[config.mk]
export PLATFORM = sky130hd
export DESIGN_NAME = pnsa_cell
export DESIGN_NICKNAME = d
export VERILOG_FILES = /design/src/hdl/pnsa_pkg.sv /design/src/hdl/pnsa_cell.sv
export SDC_FILE = /design/constraint.sdc
export NUM_CORES = 1
export LEC_CHECK = 0
export ABC_CLOCK_PERIOD_IN_PS = 3400
export BUFFER_PORTS_ARGS = -buffer_cell sky130_fd_sc_hd__buf_2
export CAP_MARGIN = 20
export CORE_AREA = 2 2 261 263
export DETAILED_ROUTE_END_ITERATION = 8
export DIE_AREA = 0 0 263 265
export MAX_ROUTING_LAYER = met4
export PLACE_DENSITY = 0.59
export SYNTH_ARGS = -nofsm -noshare
export SYNTH_HDL_FRONTEND = slang
export SYNTH_SLANG_ARGS = --single-unit
[constraint.sdc]
create_clock -name i_clk -period 3.4 [get_ports i_clk]
set_clock_uncertainty 0.05 [all_clocks]
set_input_delay 0.34 -clock i_clk [delete_from_list [all_inputs] [get_ports i_clk]]
set_output_delay 0.34 -clock i_clk [all_outputs]
set_load 0.005 [all_outputs]
[src/hdl/pnsa_pkg.sv]
package pnsa_pkg;

    localparam int SRC_ROWS = 1024;
    localparam int SRC_COLS = 1024;
    localparam int MAX_LIM  = (SRC_ROWS > SRC_COLS) ? SRC_ROWS : SRC_COLS;

    // Quotient bits resolved by the divider chain; one cell per bit.
    localparam int QB = $clog2(MAX_LIM + 1);

    // Remainder and divisor width through the divider chain.
    localparam int RW = 101;

    localparam int CW   = 48;
    localparam int NREG = 8;
    localparam int IW   = 4;

    localparam logic [IW-1:0] REG_ROW_X   = 4'd0;
    localparam logic [IW-1:0] REG_ROW_Y   = 4'd1;
    localparam logic [IW-1:0] REG_ROW_OFF = 4'd2;
    localparam logic [IW-1:0] REG_COL_X   = 4'd3;
    localparam logic [IW-1:0] REG_COL_Y   = 4'd4;
    localparam logic [IW-1:0] REG_COL_OFF = 4'd5;
    localparam logic [IW-1:0] REG_DEN_X   = 4'd6;
    localparam logic [IW-1:0] REG_DEN_Y   = 4'd7;

    typedef struct packed {
        logic signed [31:0] world_x;
        logic signed [31:0] world_y;
    } t_in;

    typedef struct packed {
        logic [9:0]  src_row;
        logic [9:0]  src_col;
        logic [19:0] src_address;
        logic        inside_res;
    } t_out;

    typedef logic [NREG-1:0][CW-1:0] t_coef;

    // Beat travelling along the divider chain.
    typedef struct packed {
        logic          valid;
        logic          dz;
        logic          neg_r;
        logic          neg_c;
        logic          over_r;
        logic          over_c;
        logic [RW-1:0] d;
        logic [RW-1:0] rr;
        logic [RW-1:0] rc;
        logic [QB-1:0] qr;
        logic [QB-1:0] qc;
    } t_div;

endpackage

[src/hdl/pnsa_cell.sv]
module pnsa_cell import pnsa_pkg::*; (
    input  logic i_clk,
    input  logic i_rst_n,
    input  t_div i_div,
    output t_div o_div
);

    t_div r_div;
    logic ge_r, ge_c;

    assign ge_r = i_div.rr >= i_div.d;
    assign ge_c = i_div.rc >= i_div.d;

    always_ff @(posedge i_clk) begin
        if (!i_rst_n) begin
            r_div.valid <= 1'b0;
        end else begin
            r_div.valid <= i_div.valid;
        end
        r_div.dz     <= i_div.dz;
        r_div.neg_r  <= i_div.neg_r;
        r_div.neg_c  <= i_div.neg_c;
        r_div.over_r <= i_div.over_r;
        r_div.over_c <= i_div.over_c;
        r_div.d      <= i_div.d >> 1;
        r_div.rr     <= ge_r ? i_div.rr - i_div.d : i_div.rr;
        r_div.rc     <= ge_c ? i_div.rc - i_div.d : i_div.rc;
        r_div.qr     <= {i_div.qr[QB-2:0], ge_r};
        r_div.qc     <= {i_div.qc[QB-2:0], ge_c};
    end

    assign o_div = r_div;

endmodule

* Word level (Yosys, flattened, before mapping)
Cells that the tools add are included. W data, S select, Z words.
Word-level totals: output and inout bits 331, logic and storage cells 17, register bits 330, bits of input ports 333
Operators by class: multiplexer cells 2, add/subtract/negate cells 2, $lt $le $gt $ge 2
Operators by type and width (number):
- $ge A101 B101 Y1 | 2
- $mux W101 | 2
- $sub A101 B101 Y101 | 2

* Longest topological paths before layout
Gate-level depths: netlist (run 1).
depth in word-level cells 2, mapped depth 17, gate-level depth less buffers 14

* Least setup slack after synthesis (run 1)
No wires, ideal clock.
kind input-to-reg, from input i_div[22] (netlist bit), to register r_div, in the netlist o_div[114], setup slack -0.030 ns, cell stages on the path 14, required time 3.233 ns, buffers on the path 0, setup time 0.117 ns, arrival 3.263 ns, cells stage by stage inv_1 ha_1 fa_1 nor2b_1 o2111ai_1 a31o_2 a21oi_2 a31o_2 a21o_2 a31oi_1 o221ai_1 nand2_1 or4_1 a32o_1
On the way: cells in the longest elaborated chain, start to end 2, elaborated cells between the ends (all ways) 3, those cells by class add/sub: 1; order compare: 1; mux: 1
RTL lines:
- from (decl) | RTL line pnsa_cell.sv:4 | input t_div i_div,
- $sub A101 B101 Y101 or $ge A101 B101 Y1 (tied branches) | RTL line pnsa_cell.sv:27, pnsa_cell.sv:12
- $mux W101 * | RTL line pnsa_cell.sv:27 | r_div.rc <= ge_c ? i_div.rc - i_div.d : i_div.rc;
- to (decl) | RTL line pnsa_cell.sv:8 | t_div r_div;
Every way passes the cells marked *; elsewhere a longest branch is shown, timed or not. A chain may end at the register's enable or synchronous reset.

* Worst setup path in the final report (run 1)
from input i_div[245] (netlist bit), to register r_div, in the netlist o_div[122]
The elaborated chain is that of the path after synthesis.

==> results of run 1 <==
==> worst max-delay path: stages <==
cell	delay (ns)
sky130_fd_sc_hd__buf_2	0.11
sky130_fd_sc_hd__inv_1	0.07
sky130_fd_sc_hd__ha_1	0.32
sky130_fd_sc_hd__buf_4	0.17
sky130_fd_sc_hd__nand4_1	0.16
sky130_fd_sc_hd__nor3_1	0.11
sky130_fd_sc_hd__a221oi_1	0.33
sky130_fd_sc_hd__o211ai_1	0.16
sky130_fd_sc_hd__a31o_2	0.29
sky130_fd_sc_hd__a21o_2	0.25
sky130_fd_sc_hd__buf_4	0.16
sky130_fd_sc_hd__a221oi_1	0.25
sky130_fd_sc_hd__buf_4	0.20
sky130_fd_sc_hd__nand2b_1	0.16
sky130_fd_sc_hd__a21oi_1	0.09
sky130_fd_sc_hd__or3_1	0.34
sky130_fd_sc_hd__a31o_2	0.24
==> worst paths after layout <==
| check | startpoint | to | slack, ns | depth (start not counted) |
|---|---|---|---|---|
| max | i_div[245] | o_div[122]$_DFF_P_ | 0.03 | 17 |
| min | i_div[186] | o_div[186]$_DFF_P_ | 0.03 | 3 |
==> layout make-up <==
type	instances	area, sq um
diodes	11	27.5
clock buffers	56	1160
clock inverters	16	169
fillers	6350	30300
inverters	171	647
multi-input cells	2229	14800
flip-flops and latches	330	6610
well taps	873	1090
repair buffers	1687	12000
==> power breakdown <==
| part | internal, mW | switching [mW] | total, mW |
|---|---|---|---|
| clock network | 2.55 | 1.85 | 4.40 |
| logic | 2.95 | 3.17 | 6.12 |
| registers | 4.39 | 0.181 | 4.57 |
| total | 9.90 | 5.20 | 15.1 |
==> routing by layer <==
| metal | global-route usage [%] | up-vias |
|---|---|---|
| met5 | - | - |
| met4 | 7.89 | 0 |
| li1 | - | 13500 |
| met3 | 3.62 | 153 |
| met2 | 49.7 | 921 |
| met1 | 36.9 | 12700 |
==> cell usage after synthesis, types with 15 or more instances <==
cell type	instances
sky130_fd_sc_hd__a21boi_0	16
sky130_fd_sc_hd__a21o_1	120
sky130_fd_sc_hd__a21oi_1	368
sky130_fd_sc_hd__a31oi_1	29
sky130_fd_sc_hd__and2_1	16
sky130_fd_sc_hd__buf_2	54
sky130_fd_sc_hd__clkbuf_1	87
sky130_fd_sc_hd__dfxtp_1	330
sky130_fd_sc_hd__ha_1	202
sky130_fd_sc_hd__inv_1	170
sky130_fd_sc_hd__mux2_2	19
sky130_fd_sc_hd__nand2_1	315
sky130_fd_sc_hd__nand2b_1	18
sky130_fd_sc_hd__nand3_1	33
sky130_fd_sc_hd__nand4_1	95
sky130_fd_sc_hd__nor2_1	230
sky130_fd_sc_hd__nor3_1	46
sky130_fd_sc_hd__nor4_1	15
sky130_fd_sc_hd__o211ai_1	19
sky130_fd_sc_hd__o21a_1	18
sky130_fd_sc_hd__o21ai_0	213
sky130_fd_sc_hd__o21ai_1	26
sky130_fd_sc_hd__o21bai_1	61
sky130_fd_sc_hd__o31ai_1	21
sky130_fd_sc_hd__xnor2_1	107
sky130_fd_sc_hd__xor2_1	79
==> logic make-up (layout without fill, tap and decap cells) <==
family,count (synthesis),after routing
flops,330,330
xor+xnor,186,186
other cells,1,12
mux,22,22
buf+inv,323,1930
fa+ha+maj,204,204
simple gates,827,827
compound gates,988,989
==> per-stage QoR <==
stage               hold WS [ns]  cell area, sq um  std cells
global route              0.0158             36500       5373
CTS                      0.00178             35600       5338
floorplan                  0.318             22200       2881
detailed placement         0.394             31500       5002
finish                    0.0257             36500       5373
global placement           0.392             31500       5002
==> repair_timing <==
| item | in CTS | in global routing |
|---|---|---|
| gates cloned | 2 | 8 |
| endpoints found under the hold margin | 258 | 0 |
| endpoints found under the setup margin | 108 | 189 |
| hold buffers | 259 | 0 |
| resized for setup | 15 | 130 |
| setup buffers | 3 | 16 |
| pin swaps | 2 | 27 |
==> key figures, run 1 <==
Cells and area
  – Fin nets: 4,996
  – Post-route core utilization: 54.7%
  – Most frequent cells in the layout: sky130_fd_sc_hd__buf_4, sky130_fd_sc_hd__buf_2, sky130_fd_sc_hd__a21oi_1, sky130_fd_sc_hd__dfxtp_1, sky130_fd_sc_hd__nand2_1
  – Area growth from synthesis to layout: 64.8%
  – Leading cell type in the layout, fill and taps excluded: sky130_fd_sc_hd__buf_4
  – Fraction of final layout cells sized beyond drive strength 1: approximately 37%
  – Largest register FFs: 330

Floorplan
  – Core area: 0.0668 sq mm
  – Die width: 263 um
  – Placement row count: 95
  – Full die area: 0.0697 sq mm
  – # IOs: 664
  – Initial core utilization: between 30% and 40%
  – Overall die height: 265 um

Timing
  – Setup TNS after final layout: 0 ns
  – Slew Limit Headroom: 50.8%
  – Minimum clock period after layout: roughly 3.4 ns
  – Period utilization: 99.0%
  – Worst-case setup margin in the final layout: 0.0349 ns
  – Highest Clock Rate: ~0.30 GHz
  – Number of endpoints failing setup at the final stage: 0
  – Final-report hold violation count: 0
  – Unrepaired setup endpoints after global routing: true
  – Tightest Pin Transition: 0.730 ns
  – Number of pins with negative max-slew slack in the final report: 0

Synth
  – Main combinational cell family by area after synthesis: compound AO/OA/AOI/OAI gates
  – Xor/xnor share of the synthesized area: under 10%
  – Share of the synthesized area in compound gates (AO/OA/AOI/OAI): approximately 27%
  – Cell Area, Synth: between 0.02 and 0.025 sq mm
  – Share of the synthesized area in the top cell type: 29.8%
  – Post-synth EDFFs: 0
  – #FFs+latches synth: 330
  – Async SR Flop Fraction: 0%
  – Share of the yosys chip area belonging to registers: 29.8%
  – Post-synthesis cell type with the largest combined area: sky130_fd_sc_hd__dfxtp_1
  – Gate count after technology mapping: 2,881
  – Adder and majority gate portion of the synthesized area: approximately 12%
  – Yosys warns: 0
  – Unique cell type count in the Yosys netlist: 81
  – Average cell area after synthesis: 7.69 sq um
  – Syn Nets: 3,418
  – Primary FF master, synth: sky130_fd_sc_hd__dfxtp_1
  – Post-Synth Simple-Gate Area: between 10% and 20%
  – Multiplexer share of the synthesized area: 1.10%
  – Ranking of synthesized cells by area: sky130_fd_sc_hd__dfxtp_1, sky130_fd_sc_hd__ha_1, sky130_fd_sc_hd__a21oi_1

Clock tree
  – CTS clk-pin slew, worst paths: about 0.07 ns
  – Clock Tree Buf Depth: 3
  – Total number of H-tree levels: 2
  – Number of clock sinks: 330
  – TritonCTS buffer count: 40
  – TritonCTS clock tree: done
  – Clk Tree Root Cell: sky130_fd_sc_hd__clkbuf_16

Critical path
  – CP Capture Type: flop
  – Top fanout value on the critical path: 6
  – Nature of the critical path startpoint: input pin
  – Signal arrival time at the worst endpoint: 3.77 ns
  – Required time of the worst setup path: around 3.8 ns
  – Start-to-end type of the worst setup path: in2reg

Routing
  – Length of routed met2 wiring: between 50,000 and 60,000 um
  – Detailed Route WL: roughly 110,000 um
  – Number of iterations in the first detailed-routing pass: 5
  – Post-DR wirelength/cell: 19.9 um
  – Routed length on met1: ~47,000 um
  – Detailed router's first-iteration violation count: roughly 1,700
  – Top Layer Used: met4
  – Via total after detailed routing: 27,300
  – Routed met3 length: 5980 um
  – Per-cell via count in the routed design: 5.07
  – Number of design rule violations left after detail routing: 0
  – Post-detailed-route count of antenna-violating nets: 0

Power and ir drop
  – Total design power: approximately 15 mW
  – Pwr dens: 413 mW/mm^2
  – Leakage: ~18 nW
  – Highest ir drop seen on vdd: ~370 uV

Global routing
  – Via count of the first global-routing pass: 26,600
  – Antenna violations before repair: 13
  – Sum of overflow across all layers after global routing: 0
  – Wire length of the first global-routing pass: 155,000 um
  – Tot GR Track Use: ~29%
  – Largest net degree at the start of global routing: 44

Placed design
  – Worst Setup Slack post-DPL: -1.19 ns
  – Port Buffers: 660
  – Final HPWL DP: 84,600 um
  – Placer's final routability congestion estimate: about 0.99

Job
  – Max Cap Violations: 0

Run status
  – Outcome: complete, no violations

Min path
  – Type of the tightest min-delay check: in2reg
Power figures use the tool's default switching activity.
==> inputs of run 2 (changes only) <==
Settings changed: PLACE_DENSITY 0.59 to unset, PLACE_DENSITY_LB_ADDON set to 0.25.
==> run 2 against run 1 <==
Net effect:
- cell count up 0.84%
- clock power up 4%
- sequential share of layout area down 0.083 points
- critical path depth up 1
- sequential power about the same
- first-iteration DRC count up 12%
- maximum frequency up 0.80%
- non-clock buffer count up 44
- highest routed layer unchanged
==> key figures, run 2 (synthesized netlist as in run 1, its figures left out) <==
Run status
  – Outcome: complete, no violations

Routing
  – Post-detailed-route count of antenna-violating nets: 0
  – Post-DR wirelength/cell: between 15 and 20 um
  – Per-cell via count in the routed design: 5.06
  – Number of iterations in the first detailed-routing pass: 6
  – Via total after detailed routing: 27,400
  – Number of design rule violations left after detail routing: 0
  – Detailed router's first-iteration violation count: 1,942
  – Detailed Route WL: 107,000 um

Global routing
  – Antenna violations before repair: 11
  – Largest net degree at the start of global routing: 83
  – Via count of the first global-routing pass: between 20,000 and 30,000
  – Sum of overflow across all layers after global routing: 0
  – Tot GR Track Use: 29.5%
  – Wire length of the first global-routing pass: 155,000 um

Min path
  – Hold-critical path depth: 2
  – Critical hold path startpoint: i_div[185]
  – Hold Path Sink: o_div[185]$_DFF_P_
  – Type of the tightest min-delay check: in2reg

Floorplan
  – Initial core utilization: 33.2%
  – # IOs: 664
  – Die width: 263 um
  – Full die area: 0.0697 sq mm
  – Core area: 0.0668 sq mm
  – Overall die height: 265 um
  – Placement row count: 95

Job
  – Max Cap Violations: 0

Cells and area
  – Area growth from synthesis to layout: 65.6%
  – Fin nets: 5,040
  – Most frequent cells in the layout: sky130_fd_sc_hd__buf_4, sky130_fd_sc_hd__buf_2, sky130_fd_sc_hd__a21oi_1, sky130_fd_sc_hd__dfxtp_1, sky130_fd_sc_hd__nand2_1
  – Fraction of final layout cells sized beyond drive strength 1: between 30% and 40%
  – Count of fill cells added during filler insertion: approximately 6,400
  – Largest register FFs: 330
  – Leading cell type in the layout, fill and taps excluded: sky130_fd_sc_hd__buf_4

Critical path
  – Delay of the slowest critical-path stage: between 0.4 and 0.5 ns
  – Top fanout value on the critical path: 3
  – Cell Chain, Critical Path: buf_2 -> inv_2 -> ha_4 -> a21o_1 -> a21o_1 -> buf_4 -> o211ai_1 -> a211oi_1 -> buf_4 -> o21ai_0 -> a21oi_1 -> o21ai_0 -> buf_4 -> o211ai_1 -> a21oi_1 -> buf_4 -> xor2_1 -> a21oi_1
  – Start-to-end type of the worst setup path: in2reg
  – Most used cell, CP: sky130_fd_sc_hd__buf_4
  – Signal arrival time at the worst endpoint: 3.75 ns
  – Slowest stage cell on the critical path: sky130_fd_sc_hd__o21ai_0
  – Required time of the worst setup path: 3.82 ns
  – CP Capture Type: flop
  – Nature of the critical path startpoint: input pin

Power and ir drop
  – Pwr dens: 415 mW/mm^2
  – Leakage: roughly 18 nW
  – Net switching share of the total power: 34.4%
  – Sw Pwr: 5.24 mW
  – Internal Dissipation: 9.98 mW
  – Clock network fraction of total power: 30.1%
  – Total design power: 15.2 mW
  – Flop pwr share: approximately 30%
  – Highest ir drop seen on vdd: 382 uV
  – Portion of total power attributed to combinational logic: 39.8%

Timing
  – Final-report hold violation count: 0
  – Tightest Pin Transition: around 0.75 ns
  – Minimum clock period after layout: 3.34 ns
  – Highest Clock Rate: between 0.2 and 0.3 GHz
  – Hold slack final: 0.0196 ns
  – Number of pins with negative max-slew slack in the final report: 0
  – Slew Limit Headroom: approximately half
  – Number of endpoints failing setup at the final stage: 0
  – Period utilization: 98.2%

Clock tree
  – Total number of H-tree levels: 2
  – TritonCTS clock tree: done
  – TritonCTS buffer count: a little over 40
  – Number of clock sinks: 330
  – CTS clk-pin slew, worst paths: 0.06 ns
  – Clock Tree Buf Depth: 3
  – Clk Tree Root Cell: sky130_fd_sc_hd__clkbuf_16

Placed design
  – Placer's final routability congestion estimate: 0.975
  – Final HPWL DP: between 80,000 and 90,000 um
  – Port Buffers: 660
## run 2: layer usage
metal  global-route usage, %  vias up  wire (um)
met3                    4.15      206       6450
met1                    36.4    12700      46100
li1                        -    13500          -
met4                    10.4        0       3940
met5                       -        -          0
met2                    49.1      928      50100
## run 2: cell type report
class | count | area (sq um) | share of cell area (%)
antenna | 10 | 25.0 | 0.0682
clock buffer | 55 | 1170 | 3.19
clock inverter | 20 | 214 | 0.583
inverter | 171 | 647 | 1.76
multi-input combinational | 2228 | 14700 | 40.0
sequential | 330 | 6610 | 18.0
tap | 873 | 1090 | 2.98
timing repair buffer | 1731 | 12300 | 33.4
## run 2: worst max path at each step
| stage | startpoint | endpoint | cells past startpoint |
|---|---|---|---|
| final | i_div[227] | o_div[182]$_DFF_P_ | 18 |
| after global routing | i_div[243] | o_div[213]$_DFF_P_ | 17 |
| after CTS | i_div[199] | o_div[172]$_DFF_P_ | 14 |
| after detailed placement | i_div[232] | o_div[121]$_DFF_P_ | 19 |
| after global placement | i_div[228] | o_div[213]$_DFF_P_ | 19 |
| after floorplan | i_div[22] | o_div[114]$_DFF_P_ | 14 |
## run 2: metrics by stage
step / utilization, % / cell area [sq um] / setup TNS (ns) / setup slack (ns) / cells
2_1_floorplan: - / 22200 / 0 / 0.0412 / 2881
3_3_place_gp: 47.6 / 31800 / -91.89 / -1.39 / 5034
3_5_place_dp: 47.6 / 31800 / -94.84 / -1.03 / 5035
4_1_cts: 54.1 / 36100 / 0 / 0.0111 / 5393
5_1_grt: 54.9 / 36700 / -0.0209 / -0.0130 / 5418
6_report: 54.9 / 36700 / 0 / 0.0616 / 5418
## run 2: power groups by stage
stage / sequential (mW) / clock (mW) / combinational, mW
final: 4.58 / 4.58 / 6.05
after global routing: 4.61 / 4.81 / 6.53
after CTS: 4.57 / 4.67 / 5.80
after detailed placement: 4.65 / 0 / 5.49
after global placement: 4.65 / 0 / 5.48
after floorplan: 4.68 / 0 / 2.56
## run 2: worst max-delay path, delay by kind of cell
family                   cells  cell delay (ns)
AO/OA/AOI/OAI               10             2.17
XOR/XNOR                     1             0.23
adder cells (fa/ha/maj)      1             0.20
buffers and inverters        6             0.81
## run 2: repair_timing
action,CTS,global route
hold buffers,284,0
pin swaps,4,22
gates cloned,0,4
setup buffers,0,11
hold endpoints to repair,283,0
gates resized for setup,15,74
endpoints found under the setup margin,29,187
==> inputs of run 3 (changes only) <==
Settings changed: CTS_BUF_LIST set to sky130_fd_sc_hd__clkbuf_2 sky130_fd_sc_hd__clkbuf_4 sky130_fd_sc_hd__clkbuf_8.
==> run 3 against run 2 <==
Net effect:
- utilization up 0.54 points
- total power up 0.55%
- maximum frequency fell by 0.27%
- die area unchanged
- critical path type unchanged
- combinational power hardly changed
- cell count is 1.6% higher
- cell area is 0.99% higher
- critical path depth stayed put
- count of clock-buffer cells in the layout grew 33
- non-clock buffer count rose by 45
- largest cell class unchanged
- wire length increased by 0.66%
==> key figures, run 3 (synthesized netlist as in run 1, its figures left out) <==
Floorplan
  – Overall die height: 265 um
  – Die width: 263 um
  – Full die area: 0.0697 sq mm
  – # IOs: approximately 660
  – Placement row count: 95
  – Core area: around 0.067 sq mm
  – Initial core utilization: 33.2%

Cells and area
  – Register area: 0.00661 sq mm
  – Area occupied by multi-input gates: 0.0145 sq mm
  – Largest register FFs: 330
  – Post-route core utilization: a little under three fifths
  – Number of non-filler instances in the completed layout: about 5,500
  – Count of fill cells added during filler insertion: approximately 6,300
  – Fraction of final layout cells sized beyond drive strength 1: 35.7%
  – Area growth from synthesis to layout: 67.2%
  – Fin nets: 5,105
  – Most frequent cells in the layout: sky130_fd_sc_hd__buf_4, sky130_fd_sc_hd__buf_2, sky130_fd_sc_hd__a21oi_1, sky130_fd_sc_hd__dlygate4sd3_1, sky130_fd_sc_hd__dfxtp_1
  – Leading cell type in the layout, fill and taps excluded: sky130_fd_sc_hd__buf_4

Timing
  – Tightest Pin Transition: 0.782 ns
  – Unrepaired setup endpoints after global routing: true
  – Hold slack final: slightly below 0.09 ns
  – Number of pins with negative max-slew slack in the final report: 0
  – Setup TNS after final layout: 0 ns
  – Number of endpoints failing setup at the final stage: 0
  – Period utilization: 98.5%
  – Slew Limit Headroom: 47.5%
  – Final-report hold violation count: 0
  – Minimum clock period after layout: between 3 and 4 ns
  – Highest Clock Rate: 0.299 GHz

Routing
  – Post-DR wirelength/cell: around 20 um
  – Detailed router's first-iteration violation count: ~2,000
  – Number of design rule violations left after detail routing: 0
  – Post-detailed-route count of antenna-violating nets: 0
  – Per-cell via count in the routed design: 5.05
  – Number of iterations in the first detailed-routing pass: 5
  – Via total after detailed routing: 27,800
  – Detailed Route WL: between 100,000 and 150,000 um

Job
  – Max Cap Violations: 0

Clock tree
  – Number of clock sinks: 330
  – CTS clk-pin slew, worst paths: 0.07 ns
  – TritonCTS clock tree: done
  – TritonCTS buffer count: 61
  – Clk Tree Root Cell: sky130_fd_sc_hd__clkbuf_8
  – Total number of H-tree levels: 2
  – Clock Tree Buf Depth: 3

Critical path
  – Slowest stage cell on the critical path: sky130_fd_sc_hd__fa_1
  – Cell Chain, Critical Path: buf_2 -> inv_1 -> ha_1 -> fa_1 -> nand2b_1 -> a21oi_2 -> buf_4 -> o2111ai_2 -> a31oi_4 -> a211o_1 -> o311ai_2 -> buf_2 -> o211ai_1 -> a21oi_1 -> buf_4 -> o31a_1 -> xnor2_1 -> mux2_2
  – Top fanout value on the critical path: 4
  – Logic depth of the worst setup path including buffers: 18
  – CP Capture Type: flop
  – Delay of the slowest critical-path stage: 0.40 ns
  – Nature of the critical path startpoint: input pin
  – Required time of the worst setup path: slightly below 4 ns
  – CP bufs+invs: 5
  – Start-to-end type of the worst setup path: in2reg
  – Top delay family on crit path: compound AO/OA/AOI/OAI gates
  – Signal arrival time at the worst endpoint: 3.88 ns

Min path
  – Hold-critical path depth: 4
  – Type of the tightest min-delay check: in2reg

Run status
  – Outcome: complete, no violations

Placed design
  – Placed Instances: 5,035
  – Final HPWL DP: 85,500 um
  – Placer's final routability congestion estimate: ~0.97
  – Port Buffers: 660

Global routing
  – Via count of the first global-routing pass: 27,800
  – Antenna violations before repair: 9
  – Sum of overflow across all layers after global routing: 0
  – Wire length of the first global-routing pass: 158,000 um
  – Tot GR Track Use: between 20% and 30%
  – Largest net degree at the start of global routing: 83

Power and ir drop
  – Highest ir drop seen on vdd: 447 uV
  – Total design power: 15.3 mW
  – Pwr dens: between 400 and 500 mW/mm^2
  – Leakage: 18.3 nW
-- run 3: cell count changes in the layout (fill, tap and decap cells not counted), sizes merged, moves of 2 or more --
cell	previous run	this run
dlygate4sd3	284	332
clkinvlp	5	8
clkinv	7	13
clkbuf	59	91
inv	176	172
buf	1443	1441
bufinv	3	6
-- run 3: final timing paths --
path | startpoint | end
min | i_div[23] | o_div[23]$_DFF_P_
max | i_div[123] | o_div[217]$_DFF_P_
-- run 3: where the power goes --
| group | internal, mW | switching [mW] | total (mW) |
|---|---|---|---|
| registers | 4.39 | 0.183 | 4.58 |
| clock network | 2.69 | 1.99 | 4.68 |
| logic | 2.92 | 3.12 | 6.04 |
| total | 10.0 | 5.29 | 15.3 |
-- run 3: routing by layer --
metal,up-vias,global-route usage [%],routed length (um)
met2,985,50.5,51000
met5,-,-,0
met1,12900,37.1,46800
met3,210,3.55,5910
li1,13700,-,-
met4,0,9.58,3630
-- run 3: final cells by class --
class | instances | share of cell area (%)
antenna | 9 | 0.0608
inverter | 171 | 1.75
multi-input combinational | 2228 | 39.2
clock inverter | 28 | 0.878
timing repair buffer | 1776 | 34.2
clock buffer | 88 | 3.15
tap | 873 | 2.95
sequential | 330 | 17.8
-- run 3: stage by stage --
| stage | setup WS (ns) | cell area (sq um) |
|---|---|---|
| floorplan | 0.0412 | 22200 |
| global route | -0.0485 | 37100 |
| global placement | -1.39 | 31800 |
| finish | 0.0526 | 37100 |
| detailed placement | -1.03 | 31800 |
| CTS | 0.00531 | 36600 |
-- run 3: what timing repair did --
item,4_1_cts,5_1_grt
hold endpoints to repair,328,1
cloned,0,3
hold buffers,330,2
pin swaps,4,11
setup endpoints to repair,14,189
setup buffers,0,8
gates resized for setup,5,54
-- run 3: worst min-delay path, delay by kind of cell --
kind	cells	cell delay [ns]
AOI/OAI and AO/OA	1	0.08
adders and majority gates	1	0.16
buffers and inverters	2	0.19
